<file path="src/rtl/core/gtpl_pkg.sv">
// Shared types and constants for the gliding three-pole low-pass core.
// No dependencies; the top level imports it.
package gtpl_pkg;

  // Cascade depth is fixed by the filter topology.
  localparam int NUM_POLES = 3;
  localparam int STEP_BITS = $clog2(NUM_POLES);
  localparam logic [STEP_BITS-1:0] LAST_STEP = STEP_BITS'(NUM_POLES - 1);

  // Configuration register map.
  localparam int CFG_INDEX_BITS = 2;
  typedef enum logic [CFG_INDEX_BITS-1:0] {
    REG_COEFF_TARGET = 2'd0,
    REG_GLIDE_STEP   = 2'd1
  } cfg_reg_t;

  // Sequencer states.
  typedef enum logic {
    ST_IDLE,
    ST_RUN
  } gtpl_state_t;

endpackage

</file>
<file path="src/rtl/core/gtpl_stream_if.sv">
// Valid/ready stream interfaces for the sample input and the filtered output.
// Depends on nothing; widths come from the instantiating parameter.
interface gtpl_sample_in_if #(
  parameter int SAMPLE_BITS = 16
) ();
  logic                          valid;
  logic                          ready;
  logic signed [SAMPLE_BITS-1:0] sample_in;

  modport source (output valid, output sample_in, input ready);
  modport sink   (input valid, input sample_in, output ready);
endinterface

interface gtpl_sample_out_if #(
  parameter int SAMPLE_BITS = 16
) ();
  logic                          valid;
  logic                          ready;
  logic signed [SAMPLE_BITS-1:0] sample_out;

  modport source (output valid, output sample_out, input ready);
  modport sink   (input valid, input sample_out, output ready);
endinterface

</file>
<file path="src/rtl/core/gliding_three_pole_lowpass_core.sv">
// Sequencing: a request is accepted while idle, then each pole in turn takes a step
//   on the single shared multiply-shift-add unit before the core is idle again.
// Flow: no new request is taken while one is in work; the poles share one multiplier,
//   and a waiting result holds the last pole step until the output register frees.
// Reset (rst, synchronous, active high): poles clear to zero, coefficient
//   accumulator and target load full scale, glide step clears, output empties.
module gliding_three_pole_lowpass_core #(
  parameter int COEFF_BITS      = 12,
  parameter int SAMPLE_BITS     = 16,
  parameter int GLIDE_FRAC_BITS = 8
) (
  input  logic                                clk,
  input  logic                                rst,
  gtpl_sample_in_if.sink                      audio,
  gtpl_sample_out_if.source                   filtered,
  input  logic                                cfg_we,
  input  logic [gtpl_pkg::CFG_INDEX_BITS-1:0] cfg_index,
  input  logic [COEFF_BITS+GLIDE_FRAC_BITS-1:0] cfg_data
);

  import gtpl_pkg::*;

  localparam int ACC_BITS = COEFF_BITS + GLIDE_FRAC_BITS;

  // Sequencer
  gtpl_state_t            state;
  gtpl_state_t            state_next;
  logic [STEP_BITS-1:0]   step;
  logic                   last_step;
  logic                   out_free;
  logic                   advance;
  logic                   accept;

  // Pole state. The three poles rotate through s0..s2 so the shared unit always
  // works on s0; after three steps they are back in order.
  logic signed [SAMPLE_BITS-1:0] s0;
  logic signed [SAMPLE_BITS-1:0] s1;
  logic signed [SAMPLE_BITS-1:0] s2;
  logic signed [SAMPLE_BITS-1:0] operand;
  logic signed [SAMPLE_BITS-1:0] pole_out;

  // Coefficient glide
  logic [COEFF_BITS-1:0] coeff_target;
  logic [ACC_BITS-1:0]   glide_step;
  logic [ACC_BITS-1:0]   coeff_accum;
  logic [ACC_BITS-1:0]   coeff_accum_next;
  logic [ACC_BITS-1:0]   target_full;
  logic [ACC_BITS:0]     rise_sum;

  // Output register
  logic                          out_valid;
  logic signed [SAMPLE_BITS-1:0] out_data;

  assign audio.ready         = (state == ST_IDLE);
  assign filtered.valid      = out_valid;
  assign filtered.sample_out = out_data;

  assign accept    = audio.valid && audio.ready;
  assign last_step = (state == ST_RUN) && (step == LAST_STEP);
  assign out_free  = !out_valid || filtered.ready;
  // hold the final pole step while the previous result is still unclaimed
  assign advance   = (state == ST_RUN) && (!last_step || out_free);

  gtpl_pole_unit #(
    .SAMPLE_BITS (SAMPLE_BITS),
    .COEFF_BITS  (COEFF_BITS)
  ) u_pole (
    .x      (operand),
    .h      (s0),
    .coeff  (coeff_accum[ACC_BITS-1:GLIDE_FRAC_BITS]),
    .h_next (pole_out)
  );

  // Glide: move the accumulator by one step toward the target, clamping
  // once it reaches or passes it; a zero step jumps straight there.
  always_comb begin
    target_full      = {coeff_target, {GLIDE_FRAC_BITS{1'b0}}};
    rise_sum         = {1'b0, coeff_accum} + {1'b0, glide_step};
    coeff_accum_next = coeff_accum;
    if (glide_step == '0) begin
      coeff_accum_next = target_full;
    end else if (coeff_accum < target_full) begin
      coeff_accum_next = (rise_sum >= {1'b0, target_full}) ? target_full
                                                           : rise_sum[ACC_BITS-1:0];
    end else if (coeff_accum > target_full) begin
      coeff_accum_next = ((coeff_accum - target_full) <= glide_step) ? target_full
                                                                     : coeff_accum - glide_step;
    end
  end

  always_ff @(posedge clk) begin
    if (rst) begin
      state <= ST_IDLE;
    end else begin
      state <= state_next;
    end
  end

  always_comb begin
    state_next = state;
    case (state)
      ST_IDLE: begin
        if (audio.valid) state_next = ST_RUN;
      end
      ST_RUN: begin
        if (last_step && out_free) state_next = ST_IDLE;
      end
      default: state_next = ST_IDLE;
    endcase
  end

  always_ff @(posedge clk) begin
    if (rst) begin
      step         <= '0;
      s0           <= '0;
      s1           <= '0;
      s2           <= '0;
      out_valid    <= 1'b0;
      coeff_target <= '1;
      glide_step   <= '0;
      coeff_accum  <= {{COEFF_BITS{1'b1}}, {GLIDE_FRAC_BITS{1'b0}}};
    end else begin
      // configuration must be written only while idle; the core does not enforce this
      if (cfg_we) begin
        case (cfg_reg_t'(cfg_index))
          REG_COEFF_TARGET: coeff_target <= cfg_data[COEFF_BITS-1:0];
          REG_GLIDE_STEP:   glide_step   <= cfg_data;
          default: ;
        endcase
      end

      if (accept) begin
        step <= '0;
      end

      if (advance) begin
        // rotate poles; the fresh value feeds the next pole as its input
        s0   <= s1;
        s1   <= s2;
        s2   <= pole_out;
        step <= last_step ? '0 : step + 1'b1;
        if (last_step) begin
          coeff_accum <= coeff_accum_next;
        end
      end

      if (advance && last_step) begin
        out_valid <= 1'b1;
      end else if (filtered.ready) begin
        out_valid <= 1'b0;
      end
    end
  end

  // Payload registers: no reset needed
  always_ff @(posedge clk) begin
    if (accept) begin
      operand <= audio.sample_in;
    end else if (advance) begin
      operand <= pole_out;
    end
    if (advance && last_step) begin
      out_data <= pole_out;
    end
  end

endmodule

</file>
<file path="src/rtl/core/gtpl_pole_unit.sv">
// Shared one-pole arithmetic: h + floor(c * (x - h) / 2^COEFF_BITS).
// Used once per cycle by the top level's sequencer while it runs and is not stalled; no package dependency.
module gtpl_pole_unit #(
  parameter int SAMPLE_BITS = 16,
  parameter int COEFF_BITS  = 12
) (
  input  logic signed [SAMPLE_BITS-1:0] x,
  input  logic signed [SAMPLE_BITS-1:0] h,
  input  logic        [COEFF_BITS-1:0]  coeff,
  output logic signed [SAMPLE_BITS-1:0] h_next
);

  localparam int DIFF_BITS = SAMPLE_BITS + 1;
  localparam int PROD_BITS = DIFF_BITS + COEFF_BITS + 1;
  localparam int SUM_BITS  = SAMPLE_BITS + 2;

  logic signed [DIFF_BITS-1:0] diff;
  logic signed [PROD_BITS-1:0] prod;
  logic signed [PROD_BITS-1:0] scaled;
  logic signed [SUM_BITS-1:0]  sum;

  always_comb begin
    diff   = DIFF_BITS'(x) - DIFF_BITS'(h);
    prod   = PROD_BITS'($signed({1'b0, coeff})) * PROD_BITS'(diff);
    // arithmetic shift gives the floor for negative products
    scaled = prod >>> COEFF_BITS;
    sum    = SUM_BITS'(h) + scaled[SUM_BITS-1:0];
    h_next = sum[SAMPLE_BITS-1:0];
  end

endmodule

</file>
<file path="src/flat_wrapper.sv">
// flat-port wrapper written by rule: the top's interface ports become plain ports
module gliding_three_pole_lowpass_core_flat import gtpl_pkg::*;
#(
  parameter int COEFF_BITS      = 12,
  parameter int SAMPLE_BITS     = 16,
  parameter int GLIDE_FRAC_BITS = 8
)
  (clk, rst, cfg_we, cfg_index, cfg_data, audio_valid, audio_sample_in, audio_ready, filtered_valid, filtered_sample_out, filtered_ready);
  gtpl_sample_in_if #(.SAMPLE_BITS(SAMPLE_BITS)) audio_i ();
  gtpl_sample_out_if #(.SAMPLE_BITS(SAMPLE_BITS)) filtered_i ();
  input  logic clk;
  input  logic rst;
  input  logic cfg_we;
  input  logic [gtpl_pkg::CFG_INDEX_BITS-1:0] cfg_index;
  input  logic [COEFF_BITS+GLIDE_FRAC_BITS-1:0] cfg_data;
  input wire logic [$bits(audio_i.valid)-1:0] audio_valid;
  input wire logic [$bits(audio_i.sample_in)-1:0] audio_sample_in;
  output wire logic [$bits(audio_i.ready)-1:0] audio_ready;
  output wire logic [$bits(filtered_i.valid)-1:0] filtered_valid;
  output wire logic [$bits(filtered_i.sample_out)-1:0] filtered_sample_out;
  input wire logic [$bits(filtered_i.ready)-1:0] filtered_ready;
  assign audio_i.valid = audio_valid;
  assign audio_i.sample_in = audio_sample_in;
  assign audio_ready = audio_i.ready;
  assign filtered_valid = filtered_i.valid;
  assign filtered_sample_out = filtered_i.sample_out;
  assign filtered_i.ready = filtered_ready;
  gliding_three_pole_lowpass_core #(.COEFF_BITS(COEFF_BITS), .SAMPLE_BITS(SAMPLE_BITS), .GLIDE_FRAC_BITS(GLIDE_FRAC_BITS)) u_core (.clk(clk), .rst(rst), .audio(audio_i), .filtered(filtered_i), .cfg_we(cfg_we), .cfg_index(cfg_index), .cfg_data(cfg_data));
endmodule
</file>
<file path="config.mk">
export PLATFORM = sky130hd
export DESIGN_NAME = gliding_three_pole_lowpass_core_flat
export DESIGN_NICKNAME = d
export VERILOG_FILES = /design/src/rtl/core/gtpl_pkg.sv /design/src/rtl/core/gtpl_stream_if.sv /design/src/rtl/core/gliding_three_pole_lowpass_core.sv /design/src/rtl/core/gtpl_pole_unit.sv /design/src/flat_wrapper.sv
export SDC_FILE = /design/constraint.sdc
export NUM_CORES = 1
export LEC_CHECK = 0
export ABC_CLOCK_PERIOD_IN_PS = 10100
export BUFFER_PORTS_ARGS = -buffer_cell sky130_fd_sc_hd__buf_2
export CORE_MARGIN = 2
export CORE_UTILIZATION = 54
export DETAILED_ROUTE_END_ITERATION = 16
export GPL_TIMING_DRIVEN = 0
export PLACE_DENSITY = 0.82
export SLEW_MARGIN = 15
export SYNTH_ARGS = -nofsm -noshare
export SYNTH_HDL_FRONTEND = slang
export SYNTH_SLANG_ARGS = --single-unit
</file>
<file path="constraint.sdc">
create_clock -name clk -period 10.1 [get_ports clk]
set_input_delay 1.01 -clock clk [delete_from_list [all_inputs] [get_ports clk]]
set_output_delay 1.01 -clock clk [all_outputs]
set_load 0.01 [all_outputs]
</file>
# --- After elaboration in Yosys (flattened, before gate mapping) ---
# Index checks and enable logic that the tools add are counted.
word_totals:
  out_inout_bits: 18
  latchBits: 0
  mem_bits_ro: 0
  reg_bits: 136
  ramBits: 0
  n_memories: 0
op_classes:
  div_mod_pow: 0
  muxes: 15
  reduce_logical: 17
  n_eq_ne: 2
  shifts: 0
  bitwise: 1
  n_mul: 1
  n_addsub: 6
  order_cmp: 4
ops:
  columns: ["cell", "count"]
  rows:
  - ["2-to-1 mux 20 bit", 5]
  - ["subtractor 20 bit", 2]
  - ["2-to-1 mux 16 bit", 2]
  - ["multiplier 13 x 17 -> 28 bit", 1]
  - ["adder 20 x 20 -> 21 bit", 1]
  - ["greater-or-equal comparator 21 x 20 -> 1 bit", 1]
  - ["greater-than comparator 20 bit", 1]
  - ["less-or-equal comparator 20 bit", 1]
  - ["logical NOT 20 bit", 1]
  - ["less-than comparator 20 bit", 1]
  - ["subtractor 16 x 16 -> 17 bit", 1]
  - ["adder 16 bit", 1]
  - ["2-to-1 mux 2 bit", 3]
  - ["logical AND 1 bit", 5]
  - ["2-to-1 mux 1 bit", 4]
  - ["AND reduction 2 bit", 2]
  - ["nonzero test 2 bit", 2]
  - ["AND reduction 3 bit", 1]
  - ["nonzero test 3 bit", 1]
  - ["adder 2 x 1 -> 2 bit (second input constant)", 1]
  - ["== test 2 x 1 -> 1 bit (second input constant)", 1]
  - ["== test 2 bit (second input constant)", 1]
  - ["logical NOT 1 bit", 2]
  - ["logical NOT 2 bit", 1]
  - ["other kinds (3)", 4]

# --- Depth between registers and ports, before layout ---
logic_depth:
  depth_word: 7
  depth_mapped: 41
  depth_no_buf: 40

# --- Cells and area by module ---
# A second synthesis with hierarchy kept.
hier_totals:
  hier_cells: 2031
  hier_area_um2: 16951.3
by_module_without_submodules:
  columns: ["module", "cells_per_inst", "instances", "seq_area_each_um2", "area_each_um2"]
  rows:
  - ["gliding_three_pole_lowpass_core", 1044, 1, 3042.9, 8580.7]
  - ["gtpl_pole_unit", 987, 1, 0.0, 8370.5]

# --- Least setup slack after synthesis ---
# Ideal clock, no wire load.
synth_timing:
  kind: "reg-to-reg"
  startpoint: "register u_core.s0[1]"
  endpoint: "register u_core.operand[15], data pin"
  slack_ns: 1.074
  n_path_buf: 1
  arrival_time_ns: 8.767
  setup_ns: 0.260
  path_stages_with_launch: 41
  cell_sequence: "dfxtp_1 > inv_1 > ha_1 > nor2b_1 > o21ai_1 > nand2b_1 > a21o_1 > a31o_2 > a211oi_1 > o31ai_1 > a211o_1 > clkbuf_1 > and3_1 > fa_1 > inv_1 > fa_1 > inv_1 > fa_1 > [... 5 more ...] > a21o_1 > a311oi_1 > o2111ai_1 > and2_1 > o311a_1 > o21a_1 > o21a_1 > nor2_1 > xnor2_1 > ha_1 > and4_1 > o211ai_1 > a41oi_1 > o21a_1 > nor2_1 > o21ai_0 > xnor2_1 > mux2_2"
synth_via:
  elab_chain_len: 5
synth_lines:
  columns: ["element", "line", "rtl"]
  rows:
  - ["from (decl)", "gliding_three_pole_lowpass_core.sv:36", "logic signed [SAMPLE_BITS-1:0] s0;"]
  - ["from (signal assigned)", "gliding_three_pole_lowpass_core.sv:115", "s0 <= '0;"]
  - ["from (signal assigned)", "gliding_three_pole_lowpass_core.sv:138", "s0 <= s1;"]
  - ["subtractor 16 x 16 -> 17 bit", "gtpl_pole_unit.sv:23", "diff = DIFF_BITS'(x) - DIFF_BITS'(h);"]
  - ["multiplier 13 x 17 -> 28 bit", "gtpl_pole_unit.sv:24", "prod = PROD_BITS'($signed({1'b0, coeff})) * PROD_BITS'(diff);"]
  - ["adder 16 bit (*)", "gtpl_pole_unit.sv:27", "sum = SUM_BITS'(h) + scaled[SUM_BITS-1:0];"]
  - ["net u_core.pole_out[15]", "gliding_three_pole_lowpass_core.sv:40", "logic signed [SAMPLE_BITS-1:0] pole_out;"]
  - ["2-to-1 mux 16 bit (*)", "gliding_three_pole_lowpass_core.sv:159", "end else if (advance) begin"]
  - ["2-to-1 mux 16 bit (*)", "gliding_three_pole_lowpass_core.sv:157", "if (accept) begin"]
  - ["to (signal assigned)", "gliding_three_pole_lowpass_core.sv:158", "operand <= audio.sample_in;"]
  - ["to (signal assigned)", "gliding_three_pole_lowpass_core.sv:160", "operand <= pole_out;"]
  - ["to (decl)", "gliding_three_pole_lowpass_core.sv:39", "logic signed [SAMPLE_BITS-1:0] operand;"]
# Mark *: on every way through the listed nets, which the timed path passes. The rest lies on a longest branch. The select of a mux whose other input is x is not followed.
# A chain may end at the register's enable or synchronous reset.

# --- Final worst setup path ---
layout_timing:
  startpoint: "register u_core.operand[1]"
  endpoint: "register u_core.operand[15], data pin"
layout_via:
  elab_chain_len: 5
layout_lines:
  columns: ["element", "line"]
  rows:
  - ["subtractor 16 x 16 -> 17 bit", "gtpl_pole_unit.sv:23"]
  - ["multiplier 13 x 17 -> 28 bit", "gtpl_pole_unit.sv:24"]
  - ["adder 16 bit", "gtpl_pole_unit.sv:27"]
  - ["net u_core.pole_out[15]", "gliding_three_pole_lowpass_core.sv:40"]
  - ["2-to-1 mux 16 bit", "gliding_three_pole_lowpass_core.sv:159"]
  - ["2-to-1 mux 16 bit", "gliding_three_pole_lowpass_core.sv:157"]
# The timed path passes the listed nets, and every way through them passes these cells. The select of a mux whose other input is x is not followed.

==> flow_summary.ini <==
[yosys]
yosys_warnings = 0
synth_most_common_cell = inv_1
yosys.area.top_type = fa_1
syn-num-nets = 2491
syn_inst = 2096
yosys-top-cells-count = 337 x inv_1, 293 x nand2_1, 184 x fa_1
synth_edf_count = 32
ys_top_cells_by_area = fa_1 21%, ha_1 12%, dfxtp_1 12%, inv_1 7.3%, nand2_1 6.3%
synth_cell_types = 86
synth_top_area_share_pct = 21.2
syn_area_per_cell_sq_um = 8.30
mappedNetlistArea_sq_um = 17400
synth_top_flop_cell = dfxtp_1
ys_seq_area_share_pct = 17.5
ys_ff_latch = 136
async_flop_share_pct = 0

[grt]
antenna_found_initial = 1
top_usage_layer = met2
grt_max_degree = 18
gr-total-overflow = 0
grt_pass1_vias = 15800
grt_pass1_wl_mm = 80.9
grt.met3_usage_pct = 4.71
use_met1_pct = 41.7
use_met2_pct = 50.4
grt_usage_pct = 30.6

[hold_path]
hold_start = u_core.s1[2]
hold_class = reg -> reg
hold_end = u_core.s1[2]
whs_path_depth = 2

[clock_network]
clk_pin_slew_worst_paths_ns = 0.07
tritoncts = done
clk_latency_ns = 0.43
clk_path_buf_depth = 2
cts_buffers = 17
cts_root_buf = clkbuf_16
clock_sinks = 136
hold_buffers = 0
htreeDepth = 4

[setup_path]
critPathBufInv = 5
critPathLaunchType = flip-flop
crit_family = compound AO/OA/AOI/OAI gates
cp_common_cell = fa_1
cp-end-kind = flip-flop
rr_endpoint = u_core.operand[15]
reg2reg_from = u_core.operand[1]
crit_path_top_delay_cell = fa_1
required_ns = 10.28
cpPeakStageDelay_ns = 0.54
crit_type = reg -> reg
cp_data_arrival_time_ns = 10.01
reg2reg_depth = 39
crit_fanout = 10
r2r_setup_slack_ns = 0.27

[final_layout]
seq_area_sq_um = 3050
diodes = 0
areaGrowthSynthToFinish_pct = 10.3
final_area_sq_um = 19200
nFillCells = 2613
drive_gt1_share_pct = 8.91
multiInputGateArea_sq_um = 12900
nets = 2581

[sta]
worst_slew_pin_slew_ns = 0.849
skew_ns = 0.0178
period_minus_slack_ns = 9.83
max_slew_margin_pct = 43.3
final-max-slew-violation-count = 0
fmax_mhz = 102
hold_viol_final = 0
post-route-period-util_pct = 97.4
finalSetupViolations = 0

[die]
start_util_pct = 55.0
die_y_um = 184
die_area_sq_um = 33700
die_w_um = 184
ioPinCount = 61
row_count = 65
core-area_sq_um = 31600

[status]
status = finished clean

[place]
post-dp-hpwl_mm = 40.5
portBuffers = 59
routabilityCongestion = 1.01
dpl_cell_area_sq_um = 18200

[drt]
first_pass_iters = 6
post-route-drc-count = 0
via_count = 15500
drt_wl_total_mm = 51.0
wl_per_cell_um = 19.6
via_per_inst = 5.97
drtAntennaViolNets = 0
dr.first_iter.drc_count = 1492

[flow_run]
cap_viol_max_count = 0
final cells by class:
class / instances / share of cell area [%]
tap: 402 / 2.62
buffer: 100 / 2.23
timing repair buffer: 73 / 2.11
multi-input combinational: 1520 / 67.3
clock buffer: 17 / 2.22
inverter: 338 / 6.61
clock inverter: 15 / 1.04
sequential: 136 / 15.9
tightest hold or removal path: stages (launching register included):
cell	delay (ns)
dfxtp_1	0.31
nand2_1	0.05
a21oi_1	0.05
metrics by stage:
step | setup WS [ns] | setup TNS, ns | utilization (%) | hold slack [ns] | std cells
floorplan | 1.07 | 0 | - | 0.427 | 2096
global placement | -0.659 | -1.77 | 57.5 | 0.435 | 2557
detailed placement | -0.892 | -3.46 | 57.6 | 0.444 | 2558
CTS | 0.00958 | 0 | 59.9 | 0.456 | 2592
global route | -0.0397 | -0.0397 | 60.7 | 0.471 | 2601
finish | 0.266 | 0 | 60.7 | 0.456 | 2601
worst max path at each step:
stage                           start                 end  slack, ns  depth (start not counted)
floorplan                u_core.s0[1]  u_core.operand[15]       1.07                         40
global placement         u_core.s0[1]  u_core.operand[15]      -0.66                         41
detailed placement       u_core.s0[1]  u_core.operand[15]      -0.89                         41
CTS                      u_core.s0[1]  u_core.operand[15]       0.01                         40
global route        u_core.operand[0]  u_core.operand[15]      -0.04                         41
finish              u_core.operand[1]  u_core.operand[15]       0.27                         39
cell families after synthesis:
| kind of cell | count (synthesis) | share of synthesized area (%) |
|---|---|---|
| buffers and inverters | 440 | 9.63 |
| AOI/OAI and AO/OA | 388 | 15.4 |
| adders and majority gates | 352 | 33.2 |
| DFF | 136 | 17.5 |
| muxes | 19 | 1.21 |
| and+or+nand+nor | 683 | 19.1 |
| xor gates and xnor gates | 78 | 4.01 |
state kept, by name (all words and copies together), names as in the netlist:
signal                      cells
u_core.s1                      16
u_core.operand                 16
u_core.s2                      16
u_core.filtered.sample_out     16
u_core.filtered.valid           1
u_core.coeff_target            12
u_core.glide_step              20
u_core.coeff_accum             20
u_core.state                    1
u_core.s0                      16
u_core.step                     2
repair_timing:
item / CTS / global route
setup buffers: 2 / 11
pin swaps: 5 / 19
resized for setup: 24 / 47
setup endpoints to repair: 11 / 19
routing by layer:
layer	up-vias	routed length [um]
met3	114	4680
met2	732	23300
met5	-	13
met1	7560	21600
li1	7123	-
met4	2	1390
placed cells by master (no fill, tap or decap), types with 12 or more instances in the layout:
master,instances
a211oi_1,18
a21o_1,33
a21oi_1,126
and2_1,75
and3_1,27
buf_2,65
buf_4,17
clkbuf_1,79
clkbuf_16,17
dfxtp_1,103
edfxtp_1,32
fa_1,183
ha_1,161
inv_1,337
mux2_2,16
nand2_1,293
nand2b_1,21
nand3_1,40
nand4_1,12
nor2_1,83
nor2b_1,28
nor3_1,29
o211ai_1,30
o21ai_0,27
o21ai_1,12
o311ai_0,13
xnor2_1,52
xor2_1,17
Power is left out: the tool's default activity adds up to more than one toggle a clock period on the data nets, which glitch-free logic cannot reach.
